$ cat src/design/gpr_pkg.sv
// Shared types, constants and status codes for the g-protocol packet receiver.
`timescale 1ns / 1ps

package gpr_pkg;

    localparam int GPR_PAYLOAD_BYTES = 64;
    localparam int GPR_POS_W         = 7;

    localparam logic [6:0]  GPR_START_BYTE  = 7'h10;
    localparam logic [6:0]  GPR_SIZE_CTRL   = 7'd9;
    localparam logic [6:0]  GPR_SIZE_DATA   = 7'd2;
    localparam logic [15:0] GPR_CHECK_BASE  = 16'haaaa;
    localparam logic [15:0] GPR_SUM_A_INIT  = 16'hffff;
    localparam logic [7:0]  GPR_CTRL_FORCE  = 8'h80;
    localparam logic [7:0]  GPR_SHORT_FLAG  = 8'h40;
    localparam logic [6:0]  GPR_MAX_SHORT   = 7'd63;

    localparam logic [1:0] GPR_ST_OK       = 2'd0;
    localparam logic [1:0] GPR_ST_BAD_HDR  = 2'd1;
    localparam logic [1:0] GPR_ST_BAD_SIZE = 2'd2;
    localparam logic [1:0] GPR_ST_BAD_SUM  = 2'd3;

    typedef enum logic [2:0] {
        t_PH_HUNT   = 3'b001,
        t_PH_HEADER = 3'b010,
        t_PH_DATA   = 3'b100
    } t_phase;

    typedef struct packed {
        logic [15:0] sum_a;
        logic [15:0] sum_b;
    } t_sums;

    typedef struct packed {
        logic       payload_valid;
        logic [7:0] payload_byte;
        logic       done_res;
        logic [1:0] status;
        logic [4:0] packet_type;
        logic [2:0] recv_seq;
        logic [2:0] send_seq;
        logic [6:0] payload_length;
    } t_result;

endpackage

$ cat src/design/gpr_cksum.sv
// One byte step of the 16-bit g-protocol checksum.
`timescale 1ns / 1ps

module gpr_cksum (
    input  gpr_pkg::t_sums                    i_sums,
    input  logic [7:0]                        i_byte,
    input  logic [gpr_pkg::GPR_POS_W-1:0]     i_pos,
    output gpr_pkg::t_sums                    o_sums
);

    logic [15:0] rot_a;
    logic [15:0] add_a;
    logic [15:0] weight;
    logic [15:0] new_b;

    always_comb begin
        rot_a  = {i_sums.sum_a[14:0], i_sums.sum_a[15]};
        add_a  = rot_a + {8'h00, i_byte};
        weight = 16'(gpr_pkg::GPR_PAYLOAD_BYTES) - {9'h000, i_pos};
        new_b  = i_sums.sum_b + (add_a ^ weight);
        o_sums.sum_b = new_b;
        o_sums.sum_a = (add_a <= rot_a) ? (add_a ^ new_b) : add_a;
    end

endmodule

$ cat src/design/gpr_parse.sv
// Packet framing state, header check and per-beat result decision.
`timescale 1ns / 1ps

module gpr_parse (
    input  logic             i_clk,
    input  logic             i_rst_n,
    input  logic             i_fire,
    input  logic [7:0]       i_rx_byte,
    output logic             o_emit,
    output gpr_pkg::t_result o_result
);

    gpr_pkg::t_phase r_phase, n_phase;
    logic [6:0]      r_byte_index, n_byte_index;
    logic [7:0]      r_header_xor, n_header_xor;
    logic [6:0]      r_size_byte, n_size_byte;
    logic [15:0]     r_check_field, n_check_field;
    logic [7:0]      r_control_byte, n_control_byte;
    gpr_pkg::t_sums  r_sums, n_sums;
    logic [6:0]      r_deliver_length, n_deliver_length;

    gpr_pkg::t_sums  step_sums;
    logic            short_pkt;
    logic [6:0]      pad_len;
    logic [15:0]     expect_sum;

    gpr_cksum u_cksum (
        .i_sums (r_sums),
        .i_byte (i_rx_byte),
        .i_pos  (r_byte_index),
        .o_sums (step_sums)
    );

    always_comb begin
        n_phase          = r_phase;
        n_byte_index     = r_byte_index;
        n_header_xor     = r_header_xor;
        n_size_byte      = r_size_byte;
        n_check_field    = r_check_field;
        n_control_byte   = r_control_byte;
        n_sums           = r_sums;
        n_deliver_length = r_deliver_length;
        o_emit           = 1'b0;
        o_result         = '0;
        short_pkt        = (r_control_byte & gpr_pkg::GPR_SHORT_FLAG) != 8'h00;
        pad_len          = '0;
        expect_sum       = '0;

        case (r_phase)
            gpr_pkg::t_PH_HEADER: begin
                n_header_xor = r_header_xor ^ i_rx_byte;
                case (r_byte_index)
                    7'd0:    n_size_byte = i_rx_byte[6:0];
                    7'd1:    n_check_field = {r_check_field[15:8], i_rx_byte};
                    7'd2:    n_check_field = {i_rx_byte, r_check_field[7:0]};
                    7'd3:    n_control_byte = i_rx_byte;
                    default: ;
                endcase
                n_byte_index = r_byte_index + 7'd1;
                if (r_byte_index >= 7'd4) begin
                    o_emit            = 1'b1;
                    o_result.done_res = 1'b1;
                    n_phase           = gpr_pkg::t_PH_HUNT;
                    if (n_header_xor != 8'h00) begin
                        o_result.status = gpr_pkg::GPR_ST_BAD_HDR;
                    end else if (r_size_byte == gpr_pkg::GPR_SIZE_CTRL) begin
                        o_result.packet_type = r_control_byte[7:3];
                        o_result.recv_seq    = r_control_byte[2:0];
                    end else if (r_size_byte != gpr_pkg::GPR_SIZE_DATA) begin
                        o_result.status = gpr_pkg::GPR_ST_BAD_SIZE;
                    end else begin
                        o_emit            = 1'b0;
                        o_result.done_res = 1'b0;
                        n_phase           = gpr_pkg::t_PH_DATA;
                        n_byte_index      = '0;
                        n_sums.sum_a      = gpr_pkg::GPR_SUM_A_INIT;
                        n_sums.sum_b      = '0;
                        n_deliver_length  = 7'(gpr_pkg::GPR_PAYLOAD_BYTES);
                    end
                end
            end
            gpr_pkg::t_PH_DATA: begin
                n_sums = step_sums;
                if (r_byte_index == 7'd0 && short_pkt) begin
                    if (i_rx_byte >= 8'(gpr_pkg::GPR_PAYLOAD_BYTES)) begin
                        pad_len = '0;
                    end else if (i_rx_byte == 8'h00) begin
                        pad_len = gpr_pkg::GPR_MAX_SHORT;
                    end else begin
                        pad_len = 7'(gpr_pkg::GPR_PAYLOAD_BYTES) - i_rx_byte[6:0];
                    end
                    n_deliver_length = pad_len;
                end
                if (short_pkt ? (r_byte_index >= 7'd1 && r_byte_index <= n_deliver_length)
                              : (r_byte_index < n_deliver_length)) begin
                    o_emit                 = 1'b1;
                    o_result.payload_valid = 1'b1;
                    o_result.payload_byte  = i_rx_byte;
                end
                n_byte_index = r_byte_index + 7'd1;
                if (r_byte_index >= 7'(gpr_pkg::GPR_PAYLOAD_BYTES - 1)) begin
                    expect_sum = gpr_pkg::GPR_CHECK_BASE
                               - (step_sums.sum_a
                                  ^ {8'h00, r_control_byte | gpr_pkg::GPR_CTRL_FORCE});
                    o_emit                  = 1'b1;
                    o_result.done_res       = 1'b1;
                    o_result.status         = (expect_sum == r_check_field)
                                            ? gpr_pkg::GPR_ST_OK : gpr_pkg::GPR_ST_BAD_SUM;
                    o_result.recv_seq       = r_control_byte[2:0];
                    o_result.send_seq       = r_control_byte[5:3];
                    o_result.payload_length = n_deliver_length;
                    n_phase                 = gpr_pkg::t_PH_HUNT;
                end
            end
            default: begin
                n_phase = gpr_pkg::t_PH_HUNT;
                if (i_rx_byte[6:0] == gpr_pkg::GPR_START_BYTE) begin
                    n_phase      = gpr_pkg::t_PH_HEADER;
                    n_byte_index = '0;
                    n_header_xor = '0;
                end
            end
        endcase
    end

    always_ff @(posedge i_clk) begin
        if (!i_rst_n) begin
            r_phase          <= gpr_pkg::t_PH_HUNT;
            r_byte_index     <= '0;
            r_header_xor     <= '0;
            r_size_byte      <= '0;
            r_check_field    <= '0;
            r_control_byte   <= '0;
            r_sums.sum_a     <= gpr_pkg::GPR_SUM_A_INIT;
            r_sums.sum_b     <= '0;
            r_deliver_length <= 7'(gpr_pkg::GPR_PAYLOAD_BYTES);
        end else if (i_fire) begin
            r_phase          <= n_phase;
            r_byte_index     <= n_byte_index;
            r_header_xor     <= n_header_xor;
            r_size_byte      <= n_size_byte;
            r_check_field    <= n_check_field;
            r_control_byte   <= n_control_byte;
            r_sums           <= n_sums;
            r_deliver_length <= n_deliver_length;
        end
    end

endmodule

$ cat src/design/g_protocol_packet_receiver.sv
// Top level of the g-protocol packet receiver with its result register.
`timescale 1ns / 1ps

// The receiver takes one line byte per beat and can accept a byte in every cycle: the
// framing state, the header check and one step of the running checksum are settled
// in the cycle the byte is accepted, and any result is held in a single output
// register, so each result appears in the cycle after its byte. Input is stalled only
// while that register holds a result that the consumer has not yet taken.

module g_protocol_packet_receiver (
    input  logic       i_clk,
    input  logic       i_rst_n,
    input  logic       i_rx_valid,
    output logic       o_rx_ready,
    input  logic [7:0] i_rx_byte,
    output logic       o_res_valid,
    input  logic       i_res_ready,
    output logic       o_payload_valid,
    output logic [7:0] o_payload_byte,
    output logic       o_done_res,
    output logic [1:0] o_status,
    output logic [4:0] o_packet_type,
    output logic [2:0] o_recv_seq,
    output logic [2:0] o_send_seq,
    output logic [6:0] o_payload_length
);

    logic             fire;
    logic             emit;
    gpr_pkg::t_result result;
    logic             r_out_valid;
    gpr_pkg::t_result r_out;

    assign o_rx_ready = !r_out_valid || i_res_ready;
    assign fire       = i_rx_valid && o_rx_ready;

    gpr_parse u_parse (
        .i_clk     (i_clk),
        .i_rst_n   (i_rst_n),
        .i_fire    (fire),
        .i_rx_byte (i_rx_byte),
        .o_emit    (emit),
        .o_result  (result)
    );

    always_ff @(posedge i_clk) begin
        if (!i_rst_n) begin
            r_out_valid <= 1'b0;
        end else if (fire && emit) begin
            r_out_valid <= 1'b1;
        end else if (i_res_ready) begin
            r_out_valid <= 1'b0;
        end
    end

    always_ff @(posedge i_clk) begin
        if (fire && emit) begin
            r_out <= result;
        end
    end

    assign o_res_valid      = r_out_valid;
    assign o_payload_valid  = r_out.payload_valid;
    assign o_payload_byte   = r_out.payload_byte;
    assign o_done_res       = r_out.done_res;
    assign o_status         = r_out.status;
    assign o_packet_type    = r_out.packet_type;
    assign o_recv_seq       = r_out.recv_seq;
    assign o_send_seq       = r_out.send_seq;
    assign o_payload_length = r_out.payload_length;

`ifndef SYNTH
    a_result_has_content: assert property (@(posedge i_clk) disable iff (!i_rst_n)
        o_res_valid |-> (o_payload_valid || o_done_res))
        else $error("Result beat carries neither a payload byte nor a verdict.");

    a_midpacket_clean: assert property (@(posedge i_clk) disable iff (!i_rst_n)
        (o_res_valid && !o_done_res) |-> (o_status == gpr_pkg::GPR_ST_OK
                                          && o_payload_length == 7'd0))
        else $error("Payload beat carries verdict fields.");

    a_bad_header_bare: assert property (@(posedge i_clk) disable iff (!i_rst_n)
        (o_res_valid && o_done_res && o_status == gpr_pkg::GPR_ST_BAD_HDR)
        |-> (!o_payload_valid && o_recv_seq == 3'd0 && o_packet_type == 5'd0))
        else $error("Bad header verdict carries packet fields.");

    a_length_bound: assert property (@(posedge i_clk) disable iff (!i_rst_n)
        o_res_valid |-> (o_payload_length <= 7'(gpr_pkg::GPR_PAYLOAD_BYTES)))
        else $error("Delivered length exceeds the payload size.");
`endif

endmodule
$ cat config.mk
export PLATFORM = sky130hd
export DESIGN_NAME = g_protocol_packet_receiver
export DESIGN_NICKNAME = d
export VERILOG_FILES = /design/src/design/gpr_pkg.sv /design/src/design/gpr_cksum.sv /design/src/design/gpr_parse.sv /design/src/design/g_protocol_packet_receiver.sv
export SDC_FILE = /design/constraint.sdc
export NUM_CORES = 1
export LEC_CHECK = 0
export ABC_AREA = 1
export ABC_CLOCK_PERIOD_IN_PS = 7700
export BUFFER_PORTS_ARGS = -buffer_cell sky130_fd_sc_hd__buf_2
export CORE_MARGIN = 2
export CORE_UTILIZATION = 40
export CTS_BUF_LIST = sky130_fd_sc_hd__clkbuf_16
export DETAILED_ROUTE_END_ITERATION = 6
export GPL_TIMING_DRIVEN = 0
export SYNTH_ARGS = -nofsm -noshare
export SYNTH_HDL_FRONTEND = slang
export SYNTH_HIERARCHICAL = 1
export SYNTH_SLANG_ARGS = --single-unit
$ cat constraint.sdc
create_clock -name i_clk -period 7.7 [get_ports i_clk]
set_clock_uncertainty 0.1 [all_clocks]
set_input_delay 1.54 -clock i_clk [delete_from_list [all_inputs] [get_ports i_clk]]
set_output_delay 1.54 -clock i_clk [all_outputs]
set_load 0.005 [all_outputs]
==> results of run 1 <==
-- kinds of logic (layout without fill, tap and decap cells) --
group           Yosys count  in the layout
simple gates            616            616
xor+xnor                 75             75
buf+inv                 180            256
compound gates          191            191
flops                   119            119
fa+ha+maj                52             52
-- flip-flops by register name, summed over array words and instances, names as in the netlist, 3 cells and up --
signal	count
o_packet_type	5
o_payload_byte	8
o_payload_length	7
o_recv_seq	3
o_send_seq	3
u_parse/r_byte_index	7
u_parse/r_check_field	16
u_parse/r_control_byte	8
u_parse/r_deliver_length	7
u_parse/r_header_xor	8
u_parse/r_phase	3
u_parse/r_size_byte	7
u_parse/r_sums	32
-- cell type report --
type                            count  share of cell area
Clock buffer                       17             0.04397
Multi-Input combinational cell    934              0.5281
Sequential cell                   119              0.2773
Clock inverter                     15             0.01552
Tap cell                          275             0.03556
Buffer                             31             0.01772
Inverter                          149             0.05806
Timing Repair Buffer               44             0.02379
-- power by group --
| part | internal, mW | switching [mW] |
|---|---|---|
| Combinational | 0.158 | 0.332 |
| Clock | 0.433 | 0.357 |
| Sequential | 0.641 | 0.00369 |
-- through the flow --
step                      worst slack (ns)  area (um2)
final                               0.7915        9676
after floorplan                      1.761        8519
after CTS                           0.7899        9676
after global placement              0.3088        9079
after global routing                0.2791        9676
after detailed placement            0.3458        9100
-- routing by layer --
metal | part of all wire | GRT usage | wire [um]
met1 | 0.48 | 0.3160 | 11680
met2 | 0.45 | 0.3511 | 11100
met3 | 0.055 | 0.03018 | 1352
met4 | 0.016 | 0.06509 | 397
met5 | 0 | 0 | 0
-- cells in the mapped netlist (all sizes together) (10+ instances only) --
cell | number | share of area
nand2 | 334 | 0.15
a211oi | 10 | 0.011
xnor2 | 23 | 0.024
dfxtp | 89 | 0.21
nand3b | 12 | 0.011
buf | 15 | 0.013
edfxtp | 30 | 0.11
xor2 | 51 | 0.052
clkbuf | 16 | 0.0070
o21ai | 69 | 0.041
nor3 | 19 | 0.015
inv | 149 | 0.066
a21oi | 96 | 0.058
nor2 | 112 | 0.053
ha | 50 | 0.073
nand3 | 119 | 0.073
-- worst min-delay path, cell delays in order, from the launching register on --
cell     delay (ns)
dfxtp_1        0.31
nand2_1        0.06
a21oi_1        0.05
-- final timing paths --
check,endpoint,startpoint,depth (start not counted),slack (ns)
worst min register to register,u_parse/r_deliver_length[3]$_SDFFE_PN0P_,u_parse/r_deliver_length[3]$_SDFFE_PN0P_,2,0.37
worst max-delay path,o_status[0]$_DFFE_PP_,i_rx_byte[0],37,0.79
worst max register to register,o_status[0]$_DFFE_PP_,u_parse/r_sums[31]$_SDFFE_PN1P_,36,1.73
worst min-delay path,u_parse/r_deliver_length[3]$_SDFFE_PN0P_,u_parse/r_deliver_length[3]$_SDFFE_PN0P_,2,0.37
==> impl_metrics.ini, run 1 <==
[run_status]
outcome = finished clean

[yosys]
syn_inst = 1233
yosys.area_share.simple = 0.3187
syn-num-nets = 1297
avgSynthCellArea_um2 = 6.910
synth_compound_area_frac = 0.1235
synth-seq-cells = 119
synth_ff_type = dfxtp_1
synth_xor_area_frac = 0.07872
synth_area_um2 = 8519
yosysSeqAreaShare = 0.3149
synthMuxAreaShare = 0
synthAdderAreaFrac = 0.07813
synth_cell_type_count = 51
synthArstFlopShare = 0
synth_warnings = 6
synth_edf_count = 30
synth_top_family_by_area = simple AND/OR/NAND/NOR gates

[routing]
drt_pre_antenna_iters = 5
drc = 0
routedWlPerCell_um = 15.49
finalWirelength_um = 24530
dr.first_iter.drc_count = 752
vias_per_cell = 5.181
vias = 8207
antenna_left = 0

[setup_path]
path_buf_inv = 3
cp_data_arrival_time_ns = 6.99
start_kind = input port
worst_setup_path_end_kind = flip-flop
crit_top_cell = nand2_1
cp_max_fo = 8
crit_required_ns = 7.78
cpLargestDelayFamily = simple AND/OR/NAND/NOR gates
slowest_delay_ns = 0.42
critical_path_class = input port to flip-flop
slowest_stage = fa_1

[global_route]
grt_overflow = 0
track_usage = 0.2224
grt_pass1_wl_um = 38740
grt_pass1_vias = 7392
grt_max_degree = 23
antenna_found_initial = 0

[timing]
maxSlewViolCount = 0
setup_viol = 0
tightest_slew_ns = 0.7880
period_share = 0.8972
slew-limit-headroom = 0.4746
hold_violations = 0
finalCriticalPeriod_ns = 6.909
setup_tns_ns = 0
timing.hold.ws_ns = 0.3664
fmax_mhz = 144.7
rsz0062_at_grt = no

[finish]
mostFrequentLayoutCell = nand2_1
seqCellArea_um2 = 2683
fill_cells = 2191
drive_above_1_share = 0.1016
instances_no_fill = 1584
diodes = 0
layout.nets = 1360
fin_util = 0.4617
multiInputGateArea_um2 = 5110
final_cell_mix = 327 x nand2_1, 140 x inv_1, 117 x nand3_1, 106 x nor2_1, 95 x a21oi_1
area_growth_syn_to_layout_pct = 13.57

[power_and_ir_drop]
ir_worst_vdd_mv = 0.1037
powerDensity_nw_per_um2 = 199.0
p_leak_nw = 4.593
total_power_mw = 1.926

[floorplanning]
core-area_um2 = 20960
floorplan.initialDensity = 0.4066
die_h_um = 149.9
die_w_um = 149.9
fp.dieArea_um2 = 22480
io_pins = 44
fp-row-count = 53

[cts]
cts_tree = built
post_cts_buffers = 0
clkSinkCount = 119
cts_root_buf = clkbuf_16
htree_levels = 4
path_clk_slew_ns = 0.06
worstSkewPairLatency_ns = 0.43
cts_hold_buffers = 0
cts_resized = 0
numCtsBuffers = 17
cts_max_path_buffers = 2

[placement]
io_buffers = 43
routabilityCongestion = 0.9244
dpl.cell_count = 1552
place.detailed.hpwl_um = 19060

[run]
maxCapViolCount = 0

[worst_hold_path]
worst_hold_path_type = flip-flop to flip-flop
No activity file was read; power rests on OpenSTA's default activity.
==> run 2: changes to the inputs <==
- ABC_AREA: 1 -> unset
==> impl_metrics.ini, run 2 <==
[run_status]
outcome = finished clean

[yosys]
yosysSeqAreaShare = 0.3218
avgSynthCellArea_um2 = 8.886
yosys.cell_count.top_type = dfxtp_1
synth_top_area_frac = 0.2137
synth_cell_type_count = 91
synth_ff_type = dfxtp_1
syn-num-nets = 1002
synth_warnings = 6
synthTopCellsByArea = dfxtp_1 21%, edfxtp_1 11%, ha_1 7.5%
syn_inst = 938
synth_area_um2 = 8335
synth_edf_count = 30
yosysTopAreaCell = dfxtp_1
synth_commonest_cells = 89 x dfxtp_1, 84 x nand2_1, 59 x nor2_1, 56 x xor2_1, 51 x xnor2_1
synth-seq-cells = 119
synthArstFlopShare = 0

[cts]
cts_root_buf = clkbuf_16
path_clk_slew_ns = 0.06
cts_max_path_buffers = 2
clkSinkCount = 119
cts_tree = built
cts_hold_buffers = 0
htree_levels = 4
worstSkewPairLatency_ns = 0.43
numCtsBuffers = 17

[floorplanning]
core-area_um2 = 20360
io_pins = 44
die_h_um = 148.4
floorplan.initialDensity = 0.4093
fp.dieArea_um2 = 22010
die_w_um = 148.4
fp-row-count = 52

[placement]
pre_cts_slack_ns = -0.6269
io_buffers = 43
placed_area_um2 = 8889
routabilityCongestion = 0.8574
place.detailed.hpwl_um = 17350

[routing]
finalWirelength_um = 22820
routedWlPerCell_um = 17.63
antenna_left = 0
vias = 7015
drc = 0
dr.first_iter.drc_count = 561
vias_per_cell = 5.421
drt_pre_antenna_iters = 7

[timing]
fin_ws_ns = 0.2696
period_share = 0.9650
maxSlewViolCount = 0
setup_viol = 0
finalCriticalPeriod_ns = 7.430
hold_violations = 0
fmax_mhz = 134.6
slew-limit-headroom = 0.3855
tightest_slew_ns = 0.9118

[run]
maxCapViolCount = 0

[global_route]
grt_overflow = 0
track_usage = 0.2118
grt_pass1_vias = 6797
grt_pass1_wl_um = 36390
grt_max_degree = 31
antenna_found_initial = 0

[setup_path]
crit_required_ns = 7.76
critical_path_class = input port to flip-flop
reg2regPathDepth = 27
start_kind = input port
crit_start = i_rx_byte[0]
worst_setup_path_end_kind = flip-flop
worstReg2RegStart = u_parse/r_sums[31]$_SDFFE_PN1P_
cp_data_arrival_time_ns = 7.49
cp_max_fo = 10

[finish]
drive_above_1_share = 0.1631
area_growth_syn_to_layout_pct = 16.12
reg.largest.list = u_parse/r_sums (32), u_parse/r_check_field (16)
final_cell_mix = 89 x dfxtp_1, 84 x nand2_1, 59 x nor2_1, 53 x buf_2, 49 x xor2_1
fin_area_um2 = 9679
diodes = 0
layout.nets = 1075
mostFrequentLayoutCell = dfxtp_1
largest_reg_flops = 32
max_flop_register = u_parse/r_sums

[power_and_ir_drop]
powerDensity_nw_per_um2 = 175.2
ir_worst_vdd_mv = 0.1667
p_leak_nw = 3.808

[worst_hold_path]
hold_path_depth = 2
worst_hold_path_type = flip-flop to flip-flop
min_from = u_parse/r_size_byte[6]$_SDFFE_PN0P_
## run 2: changes by cell type after synthesis, sizes merged, moves of 28 or more
cell,change
a21oi,-64
inv,-121
nand2,-248
nand3,-87
nor2,-51
nor2b,+39
xnor2,+28
## run 2: final cells by class
cell class              count  area (um2)
fillers                  1988       10690
multi-input cells         744        5464
flip-flops and latches    119        2683
clock buffers              17       425.4
well taps                 270       337.8
repair buffers             55       305.3
plain buffers              46       244.0
clock inverters            15       115.1
inverters                  28       105.1
## run 2: critical path, stage by stage
cell and delay (ns):
buf_2 0.13, ha_2 0.19, fa_2 0.35, a21o_1 0.21
a21oi_2 0.14, nor2b_1 0.07, o31a_1 0.25, o21ai_1 0.13
nand2b_1 0.09, and2_2 0.23, ha_4 0.28, xnor2_1 0.14
or4_1 0.41, o32a_1 0.22, or4_4 0.53, nand2_4 0.13
buf_8 0.17, o211ai_2 0.11, xnor2_2 0.28, xor2_1 0.24
ha_2 0.31, xnor2_1 0.15, a21oi_1 0.12, nand4_1 0.14
nor4_2 0.31, o2111ai_1 0.17, nor4b_2 0.31, a21oi_1 0.10
## run 2: final timing paths
kind | to | slack [ns]
max | o_status[0]$_DFFE_PP_ | 0.27
min | u_parse/r_size_byte[6]$_SDFFE_PN0P_ | 0.37
max reg2reg | o_status[0]$_DFFE_PP_ | 1.09
min reg2reg | u_parse/r_size_byte[6]$_SDFFE_PN0P_ | 0.37
## run 2: power breakdown
group | switching (mW) | total [mW] | leakage, nW | internal (mW)
logic | 0.191 | 0.323 | 2.55 | 0.132
registers | 0.000177 | 0.638 | 0.995 | 0.638
clock network | 0.318 | 0.735 | 0.265 | 0.417
## run 2: repair_timing
item                       in CTS  in global routing
setup endpoints to repair       2                  2
pin swaps                       2                 10
setup buffers                   1                 11
resized for setup               6                 24
## run 2: layer usage
metal / routed length [um] / global-route usage / vias up
li1: - / - / 3515
met1: 10740 / 0.2864 / 3348
met2: 10940 / 0.3537 / 133
met3: 873 / 0.03712 / 19
met4: 262 / 0.05048 / 0
met5: 0 / 0 / -
## run 2: kinds of logic after synthesis
kind of cell,count (synthesis),synth area share
and+or+nand+nor,326,0.2067
AOI/OAI and AO/OA,236,0.2068
DFF,119,0.3218
xor gates and xnor gates,109,0.1171
buffers and inverters,75,0.04188
adders and majority gates,52,0.07986
muxes,21,0.02582
## run 2: stage by stage
step / hold WS, ns / util / setup TNS (ns) / std cells / power, mW
floorplan: 0.3379 / - / 0 / 938 / 0.8787
global placement: 0.3511 / 0.4365 / -1.260 / 1251 / 0.9481
detailed placement: 0.3558 / 0.4365 / -1.248 / 1251 / 0.9488
CTS: 0.3659 / 0.4656 / 0 / 1284 / 1.693
global route: 0.3908 / 0.4753 / -0.03423 / 1294 / 1.765
finish: 0.3672 / 0.4753 / 0 / 1294 / 1.695
